## src/sv/mcst_pkg.sv

```systemverilog
// mcst_pkg: shared types and constants of the stepper tone generator
// used by mcst_note_table, mcst_channel and multi_channel_stepper_tone_generator
// no dependencies
package mcst_pkg;

	// field widths fixed by the stream format
	localparam int unsigned KIND_W   = 2;
	localparam int unsigned DELTA_W  = 16;
	localparam int unsigned CMD_W    = 8;
	localparam int unsigned TIDX_W   = 5;
	localparam int unsigned PERIOD_W = 20;
	localparam int unsigned POS_W    = 8;
	localparam int unsigned LINE_W   = 8;
	localparam int unsigned CHAN_W   = 3;
	localparam int unsigned S_DATA_W = 56;
	localparam int unsigned M_DATA_W = 24;

	// ignore byte, travel limit reset value and elapsed counter ceiling
	localparam logic [CMD_W-1:0]    IGNORE_BYTE   = 8'hFF;
	localparam logic [POS_W-1:0]    TRAVEL_RESET  = 8'd144;
	localparam logic [PERIOD_W-1:0] ELAPSED_MAX   = '1;

	// request kinds carried in tuser
	typedef enum logic [KIND_W-1:0] {
		KIND_TICK   = 2'd0,
		KIND_CMD    = 2'd1,
		KIND_TABLE  = 2'd2,
		KIND_UNUSED = 2'd3
	} kind_t;

	// configuration register indexes
	typedef enum logic [0:0] {
		CFG_STEP_MODE    = 1'b0,
		CFG_TRAVEL_LIMIT = 1'b1
	} cfg_index_t;

	// stepping modes
	localparam logic MODE_OSCILLATE = 1'b0;

	// per-channel update strobes
	typedef struct packed {
		logic tick;
		logic load;
		logic led_on;
	} chan_ctrl_t;

	// per-channel line levels after the update
	typedef struct packed {
		logic step;
		logic dir;
		logic led;
	} chan_lines_t;

endpackage

```

## src/sv/mcst_note_table.sv

```systemverilog
// mcst_note_table: note period table, one write port, one combinational read port
// depends on mcst_pkg
// entries clear to silent at reset
module mcst_note_table #(
	parameter int unsigned NOTE_COUNT = 32
) (
	input  logic                           clk,
	input  logic                           arst_n,
	input  logic                           wr_en,
	input  logic [mcst_pkg::TIDX_W-1:0]    wr_index,
	input  logic [mcst_pkg::PERIOD_W-1:0]  wr_period,
	input  logic [mcst_pkg::TIDX_W-1:0]    rd_note,
	output logic                           rd_hit,
	output logic [mcst_pkg::PERIOD_W-1:0]  rd_period
);

	localparam int unsigned IDX_W = (NOTE_COUNT > 1) ? $clog2(NOTE_COUNT) : 1;

	logic [mcst_pkg::PERIOD_W-1:0] periods_q [NOTE_COUNT];
	logic                          wr_hit;

	// range checks on both ports
	assign wr_hit = ({1'b0, wr_index} < (mcst_pkg::TIDX_W + 1)'(NOTE_COUNT));
	assign rd_hit = ({1'b0, rd_note} < (mcst_pkg::TIDX_W + 1)'(NOTE_COUNT));

	// table storage
	always_ff @(posedge clk or negedge arst_n) begin
		if (!arst_n) begin
			for (int i = 0; i < NOTE_COUNT; i++) begin
				periods_q[i] <= '0;
			end
		end else if (wr_en && wr_hit) begin
			periods_q[wr_index[IDX_W-1:0]] <= wr_period;
		end
	end

	// read mux
	assign rd_period = rd_hit ? periods_q[rd_note[IDX_W-1:0]] : '0;

endmodule

```

## src/sv/mcst_channel.sv

```systemverilog
// mcst_channel: one stepper channel, period counter and step/direction state
// depends on mcst_pkg
// lines_nx gives the levels after this cycle's update
module mcst_channel (
	input  logic                           clk,
	input  logic                           arst_n,
	input  mcst_pkg::chan_ctrl_t           ctrl,
	input  logic [mcst_pkg::DELTA_W-1:0]   delta,
	input  logic [mcst_pkg::PERIOD_W-1:0]  load_period,
	input  logic                           step_mode,
	input  logic [mcst_pkg::POS_W-1:0]     travel_limit,
	output mcst_pkg::chan_lines_t          lines_nx
);

	logic [mcst_pkg::PERIOD_W-1:0] period_q;
	logic [mcst_pkg::PERIOD_W-1:0] elapsed_q;
	logic [mcst_pkg::POS_W-1:0]    pos_q;
	logic                          dir_q;
	logic                          step_q;
	logic                          led_q;

	logic [mcst_pkg::PERIOD_W:0]   sum;
	logic [mcst_pkg::PERIOD_W-1:0] sum_sat;
	logic                          counting;
	logic                          fire;
	logic                          slide_dir;
	logic [mcst_pkg::PERIOD_W-1:0] elapsed_d;
	logic [mcst_pkg::PERIOD_W-1:0] period_d;
	logic [mcst_pkg::POS_W-1:0]    pos_d;
	logic                          dir_d;
	logic                          step_d;
	logic                          led_d;

	// saturating counter add and period compare
	assign sum      = {1'b0, elapsed_q} + (mcst_pkg::PERIOD_W + 1)'(delta);
	assign sum_sat  = sum[mcst_pkg::PERIOD_W] ? mcst_pkg::ELAPSED_MAX
	                                          : sum[mcst_pkg::PERIOD_W-1:0];
	assign counting = ctrl.tick && (period_q != '0);
	assign fire     = counting && (sum_sat >= period_q);

	// bounce between the travel ends
	always_comb begin
		if (pos_q >= travel_limit) begin
			slide_dir = 1'b1;
		end else if (pos_q == '0) begin
			slide_dir = 1'b0;
		end else begin
			slide_dir = dir_q;
		end
	end

	// next state
	always_comb begin
		period_d  = period_q;
		led_d     = led_q;
		elapsed_d = elapsed_q;
		pos_d     = pos_q;
		dir_d     = dir_q;
		step_d    = step_q;
		if (ctrl.load) begin
			period_d = load_period;
			led_d    = ctrl.led_on;
		end
		if (counting) begin
			elapsed_d = fire ? '0 : sum_sat;
		end
		if (fire) begin
			step_d = ~step_q;
			if (step_mode == mcst_pkg::MODE_OSCILLATE) begin
				dir_d = dir_q ^ step_q;
			end else begin
				dir_d = slide_dir;
				pos_d = slide_dir ? pos_q - 1'b1 : pos_q + 1'b1;
			end
		end
	end

	// channel state registers
	always_ff @(posedge clk or negedge arst_n) begin
		if (!arst_n) begin
			period_q  <= '0;
			elapsed_q <= '0;
			pos_q     <= '0;
			dir_q     <= 1'b0;
			step_q    <= 1'b0;
			led_q     <= 1'b0;
		end else begin
			period_q  <= period_d;
			elapsed_q <= elapsed_d;
			pos_q     <= pos_d;
			dir_q     <= dir_d;
			step_q    <= step_d;
			led_q     <= led_d;
		end
	end

	assign lines_nx = '{step: step_d, dir: dir_d, led: led_d};

endmodule

```

## src/sv/multi_channel_stepper_tone_generator.sv

```systemverilog
// multi_channel_stepper_tone_generator: top level, input register, channel array, result register
// depends on mcst_pkg, mcst_note_table and mcst_channel
// one result per request with the step, direction and led lines
//
// Takes one request per clock cycle while the output is not stalled. Every request goes through an
// input register, the channel and note table update happens as it leaves that register, and the
// line levels after that update leave through a result register. All channels update in parallel;
// s_tready follows m_tready whenever both stages are full. Line bits for channels at or beyond
// CHANNELS read as zero. Configuration writes take effect at once and are meant for an idle block.
module multi_channel_stepper_tone_generator #(
	parameter int unsigned CHANNELS   = 8,
	parameter int unsigned NOTE_COUNT = 32
) (
	input  logic                            clk,
	input  logic                            arst_n,
	// configuration write port
	input  logic                            cfg_we,
	input  logic [0:0]                      cfg_index,
	input  logic [mcst_pkg::POS_W-1:0]      cfg_data,
	// request stream
	input  logic                            s_tvalid,
	output logic                            s_tready,
	// tdata: elapsed_us[15:0], command_byte[23:16], table_index[28:24],
	//        table_period[48:29], zero fill [55:49]
	input  logic [mcst_pkg::S_DATA_W-1:0]   s_tdata,
	// tuser: kind[1:0]
	input  logic [mcst_pkg::KIND_W-1:0]     s_tuser,
	// result stream
	output logic                            m_tvalid,
	input  logic                            m_tready,
	// tdata: step_lines[7:0], direction_lines[15:8], led_lines[23:16]
	output logic [mcst_pkg::M_DATA_W-1:0]   m_tdata
);

	logic                            step_mode_q;
	logic [mcst_pkg::POS_W-1:0]      travel_limit_q;

	logic                            valid_s1;
	mcst_pkg::kind_t                 kind_s1;
	logic [mcst_pkg::DELTA_W-1:0]    delta_s1;
	logic [mcst_pkg::CMD_W-1:0]      cmd_s1;
	logic [mcst_pkg::TIDX_W-1:0]     tidx_s1;
	logic [mcst_pkg::PERIOD_W-1:0]   tper_s1;

	logic                            m_tvalid_q;
	logic [mcst_pkg::M_DATA_W-1:0]   m_tdata_q;

	logic                            advance;
	logic                            do_tick;
	logic                            do_cmd;
	logic                            do_table;
	logic [mcst_pkg::TIDX_W-1:0]     cmd_note;
	logic [mcst_pkg::CHAN_W-1:0]     cmd_chan;
	logic                            chan_hit;
	logic                            note_hit;
	logic                            cmd_ok;
	logic [mcst_pkg::PERIOD_W-1:0]   note_period;

	logic [mcst_pkg::LINE_W-1:0]     step_nx;
	logic [mcst_pkg::LINE_W-1:0]     dir_nx;
	logic [mcst_pkg::LINE_W-1:0]     led_nx;

	// configuration registers
	always_ff @(posedge clk or negedge arst_n) begin
		if (!arst_n) begin
			step_mode_q    <= mcst_pkg::MODE_OSCILLATE;
			travel_limit_q <= mcst_pkg::TRAVEL_RESET;
		end else if (cfg_we) begin
			unique case (mcst_pkg::cfg_index_t'(cfg_index))
				mcst_pkg::CFG_STEP_MODE:    step_mode_q    <= cfg_data[0];
				mcst_pkg::CFG_TRAVEL_LIMIT: travel_limit_q <= cfg_data;
				default:                    step_mode_q    <= step_mode_q;
			endcase
		end
	end

	// stage handshake
	assign advance  = valid_s1 && (!m_tvalid_q || m_tready);
	assign s_tready = !valid_s1 || advance;

	// input register valid
	always_ff @(posedge clk or negedge arst_n) begin
		if (!arst_n) begin
			valid_s1 <= 1'b0;
		end else if (s_tready) begin
			valid_s1 <= s_tvalid;
		end
	end

	// input register payload
	always_ff @(posedge clk) begin
		if (s_tvalid && s_tready) begin
			kind_s1  <= mcst_pkg::kind_t'(s_tuser);
			delta_s1 <= s_tdata[15:0];
			cmd_s1   <= s_tdata[23:16];
			tidx_s1  <= s_tdata[28:24];
			tper_s1  <= s_tdata[48:29];
		end
	end

	// request decode
	always_comb begin
		do_tick  = 1'b0;
		do_cmd   = 1'b0;
		do_table = 1'b0;
		unique case (kind_s1)
			mcst_pkg::KIND_TICK:   do_tick  = advance;
			mcst_pkg::KIND_CMD:    do_cmd   = advance;
			mcst_pkg::KIND_TABLE:  do_table = advance;
			mcst_pkg::KIND_UNUSED: do_tick  = 1'b0;
			default:               do_tick  = 1'b0;
		endcase
	end

	// command byte fields and range checks
	assign cmd_note = cmd_s1[7:3];
	assign cmd_chan = cmd_s1[2:0];
	assign chan_hit = ({1'b0, cmd_chan} < (mcst_pkg::CHAN_W + 1)'(CHANNELS));
	assign cmd_ok   = do_cmd && (cmd_s1 != mcst_pkg::IGNORE_BYTE) && chan_hit && note_hit;

	mcst_note_table #(
		.NOTE_COUNT (NOTE_COUNT)
	) u_note_table (
		.clk       (clk),
		.arst_n    (arst_n),
		.wr_en     (do_table),
		.wr_index  (tidx_s1),
		.wr_period (tper_s1),
		.rd_note   (cmd_note),
		.rd_hit    (note_hit),
		.rd_period (note_period)
	);

	// channel array, unused line bits tied low
	for (genvar c = 0; c < mcst_pkg::LINE_W; c++) begin : g_chan
		if (c < CHANNELS) begin : g_on
			mcst_pkg::chan_ctrl_t  ctrl;
			mcst_pkg::chan_lines_t lines;

			assign ctrl = '{
				tick:   do_tick,
				load:   cmd_ok && (cmd_chan == mcst_pkg::CHAN_W'(c)),
				led_on: (cmd_note != '0)
			};

			mcst_channel u_channel (
				.clk          (clk),
				.arst_n       (arst_n),
				.ctrl         (ctrl),
				.delta        (delta_s1),
				.load_period  (note_period),
				.step_mode    (step_mode_q),
				.travel_limit (travel_limit_q),
				.lines_nx     (lines)
			);

			assign step_nx[c] = lines.step;
			assign dir_nx[c]  = lines.dir;
			assign led_nx[c]  = lines.led;
		end else begin : g_off
			assign step_nx[c] = 1'b0;
			assign dir_nx[c]  = 1'b0;
			assign led_nx[c]  = 1'b0;
		end
	end

	// result register valid
	always_ff @(posedge clk or negedge arst_n) begin
		if (!arst_n) begin
			m_tvalid_q <= 1'b0;
		end else if (advance) begin
			m_tvalid_q <= 1'b1;
		end else if (m_tready) begin
			m_tvalid_q <= 1'b0;
		end
	end

	// result register payload
	always_ff @(posedge clk) begin
		if (advance) begin
			m_tdata_q <= {led_nx, dir_nx, step_nx};
		end
	end

	assign m_tvalid = m_tvalid_q;
	assign m_tdata  = m_tdata_q;

endmodule

```

## config.mk

```make
export PLATFORM = sky130hd
export DESIGN_NAME = multi_channel_stepper_tone_generator
export DESIGN_NICKNAME = d
export VERILOG_FILES = /design/src/sv/mcst_pkg.sv /design/src/sv/mcst_note_table.sv /design/src/sv/mcst_channel.sv /design/src/sv/multi_channel_stepper_tone_generator.sv
export SDC_FILE = /design/constraint.sdc
export NUM_CORES = 2
export LEC_CHECK = 0
export BUFFER_PORTS_ARGS = -buffer_cell sky130_fd_sc_hd__buf_2
export CAP_MARGIN = 25
export CORE_UTILIZATION = 25
export DETAILED_ROUTE_END_ITERATION = 10
export SETUP_SLACK_MARGIN = 0.05
export SKIP_LAST_GASP = 1
export SLEW_MARGIN = 15
export SYNTH_ARGS = -nofsm -noshare
export SYNTH_HDL_FRONTEND = slang
export SYNTH_SLANG_ARGS = --single-unit
```

## constraint.sdc

```tcl
create_clock -name clk -period 9.8 [get_ports clk]
set_input_delay 1.47 -clock clk [delete_from_list [all_inputs] [get_ports clk]]
set_output_delay 1.47 -clock clk [all_outputs]
set_load 0.03 [all_outputs]
```

==> results.toml <==
[routing]
drtAntennaViolNets = 0
vias = 41800
firstDrtPassIters = 5
wl_um = 165000
vias_per_cell = 4.86
drc_errors = 0
wl_per_cell_um = 19.2
first_iter_violations = 2929

[placement]
hpwl_um = 105000
numPortBuffers = 90
placedCellCount = 8367
routabilityCongestion = 0.842

[synth]
yosysUniqueCellTypes = 93
synth_cells = 5241
avgSynthCellArea_um2 = 11.8
synth_area_mm2 = 0.0618
async_flop_share_pct = 93.4
synthesis.yosys.warnings = 0
synth-seq-cells = 1134
synth_ff_type = "dfrtp_1"
synth.yosys.seq_area_share_pct = 46.5
synth_nets = 5729
synth_edf_count = 75

[critical_path]
crit_path_top_delay_cell = "edfxtp_1"
worst_path_most_repeated_cell = "a21oi_1"
crit_buf_inv = 2
critPathMaxFanout = 13
cp-start-kind = "flip-flop"
cp_top_family = "compound AO/OA/AOI/OAI gates"
worst_path_largest_cell_delay_ns = 0.83
critical_path_class = "flip-flop to flip-flop"
required_ns = 10.43
endpoint_kind = "flip-flop"
cp_cell_sequence = "ha_1 -> fa_1 -> a21oi_1 -> o211ai_1 -> a21oi_1 -> a21oi_2 -> o311a_2 -> and2b_1 -> a311oi_1 -> inv_1 -> ha_1 -> a21o_1 -> a21oi_1 -> o31ai_1 -> a221oi_1 -> o21ai_0 -> a21o_1 -> buf_4 -> nand3_1 -> mux2_2"
cp_data_arrival_time_ns = 7.04

[floorplanning]
core_mm2 = 0.246
num_rows = 182
dieWidth_um = 499
initial_core_util_pct = 25.1
ioPinCount = 98
die_y_um = 499
dieArea_mm2 = 0.249

[final_layout]
nNetsFinal = 5763
area_delta_synth_final_pct = 13.7
drive_above_1_share_pct = 25.8
final_cell_mix = "dfrtp_1 (1,057), mux2_2 (721), ha_1 (400), nand2_1 (319), nor2_1 (310)"
layout_commonest_cell = "dfrtp_1"
stdcell_count = 8595

[clock_network]
cts_hold_buf = 0
cts_max_path_buffers = 3
cts_max_level = 3
cts_tree = "yes"
numCtsBuffers = 117
clock_latency_ns = 0.80
clockRootBuffer = "clkbuf_16"
worst_setup_hold_path_clk_slew_ns = 0.07
cts_sinks = 1134
cts-resized-gates = 0
post_cts_buffers = 0

[timing]
setup_viol = 0
fmax_ghz = 0.156
drv_slew = 0
hold_violations = 0
period_needed_ns = 6.40
tightest_slew_ns = 1.15
grt_setup_unrepaired = "false"
relSlewSlack_pct = 23.6
post-route-period-util_pct = 65.3
skew_ns = 0.0902
setup_tns_ns = 0

[global_route]
antenna_found_initial = 4
grtUsageTotal_pct = 13.1
grt_pass1_vias = 42700
grt_pass1_wl_um = 256000
grt_start_max_net_pins = 173
grt_overflow_total = 0

[worst_hold_path]
min_path_type = "flip-flop to flip-flop"

[run]
drv_cap = 0

[pwr]
ir_drop_mv = 0.180
p_per_area_mw_per_mm2 = 248
p_leak_uw = 0.0330

[outcome]
status = "completed"
==> tightest hold or removal path, delay by kind of cell (launching register included) <==
| family | cells | cell delay [ns] |
|---|---|---|
| flip-flops | 1 | 0.34 |
| AND/OR/NAND/NOR | 1 | 0.05 |
| AO/OA/AOI/OAI | 1 | 0.05 |
==> state kept, by name (all words and copies together) (netlist names), 2 cells and up <==
register                         cells
g_chan.g_on.u_channel.step_q         8
g_chan.g_on.u_channel.period_q     160
travel_limit_q                       8
g_chan.g_on.u_channel.led_q          8
g_chan.g_on.u_channel.pos_q         64
u_note_table.periods_q             640
g_chan.g_on.u_channel.elapsed_q    160
tper_s1                             20
m_tdata                             24
tidx_s1                              5
kind_s1                              2
g_chan.g_on.u_channel.dir_q          8
delta_s1                            16
cmd_s1                               8
==> metrics by stage <==
step / total power, µW / utilization, % / worst slack (ns) / hold WS [ns] / area, µm²
after floorplan: 11000 / - / 4.87 / 0.440 / 61800
after global routing: 18700 / 28.6 / 2.99 / 0.505 / 70300
after global placement: 12400 / 26.8 / 3.46 / 0.464 / 66000
final: 17500 / 28.6 / 3.40 / 0.481 / 70300
after detailed placement: 12700 / 26.9 / 3.42 / 0.470 / 66100
after CTS: 17500 / 28.5 / 3.42 / 0.485 / 70200
==> layer usage <==
metal | global-route usage (%) | vias up | share of wire [%]
li1 | - | 19200 | -
met1 | 17.6 | 21500 | 45
met2 | 21.7 | 864 | 47
met3 | 1.76 | 265 | 4.3
met4 | 4.14 | 0 | 3.2
met5 | 0 | - | 0
==> worst paths after layout <==
kind                                                             from                                     to  slack [ns]  cells after the start
worst min register to register  g_chan[5].g_on.u_channel.elapsed_q[2]  g_chan[5].g_on.u_channel.elapsed_q[2]        0.48                      2
max in group asynchronous                                      arst_n             u_note_table.periods_q[80]        6.94                      3
worst max register to register                            delta_s1[0]      g_chan[1].g_on.u_channel.pos_q[6]        3.40                     20
min in group asynchronous                                      arst_n            u_note_table.periods_q[432]        0.70                      1
worst max-delay path                                      delta_s1[0]      g_chan[1].g_on.u_channel.pos_q[6]        3.40                     20
worst min-delay path            g_chan[5].g_on.u_channel.elapsed_q[2]  g_chan[5].g_on.u_channel.elapsed_q[2]        0.48                      2
==> kinds of logic (layout without fill, tap and decap cells) <==
| group | after synthesis | after routing | synth area share (%) |
|---|---|---|---|
| flops | 1134 | 1134 | 46.5 |
| simple gates | 1033 | 1033 | 7.74 |
| compound gates | 1031 | 1031 | 10.9 |
| mux | 924 | 924 | 20.5 |
| buf+inv | 541 | 673 | 3.52 |
| fa+ha+maj | 416 | 416 | 8.61 |
| xor+xnor | 162 | 162 | 2.29 |
| other cells | 0 | 2 | 0 |
==> cell usage after synthesis (12+ instances only) <==
library cell	count	area, µm²
nor2_1	337	1260
a31oi_1	17	106
mux2_2	721	8120
clkbuf_1	173	649
buf_1	22	82.6
a21o_1	157	1180
nand3_1	62	310
o211ai_1	20	150
and3_1	19	119
nor3_1	39	195
xor2_1	63	552
mux4_2	200	4500
nand4_1	39	244
buf_2	67	335
a21oi_1	284	1420
nor4_1	62	388
edfxtp_1	75	2250
nand2b_1	49	307
o21ai_0	193	966
o21ai_1	35	175
a211oi_1	50	375
o21a_1	36	270
a22o_1	58	508
xnor2_1	99	867
fa_1	16	320
nor2b_1	31	194
ha_1	400	5000
or2_2	12	75.1
inv_1	265	995
and2_1	14	87.6
o31ai_1	54	405
o21bai_1	22	165
nand2_1	319	1200
dfrtp_1	1057	26500
==> layout make-up <==
class,count,area (µm²)
Sequential cell,1134,28800
Fill cell,25100,176000
Inverter,266,998
Timing Repair Buffer,190,1390
Clock inverter,61,887
Clock buffer,156,3240
Antenna cell,2,5.00
Tap cell,3220,4030
Multi-Input combinational cell,3566,31000
==> where the power goes <==
| part | switching [µW] | leakage [µW] | internal (µW) |
|---|---|---|---|
| logic | 3680 | 0.0165 | 2850 |
| clock network | 2040 | 0.00198 | 2760 |
| registers | 591 | 0.0146 | 5550 |
(Power assumes the default switching activity.)
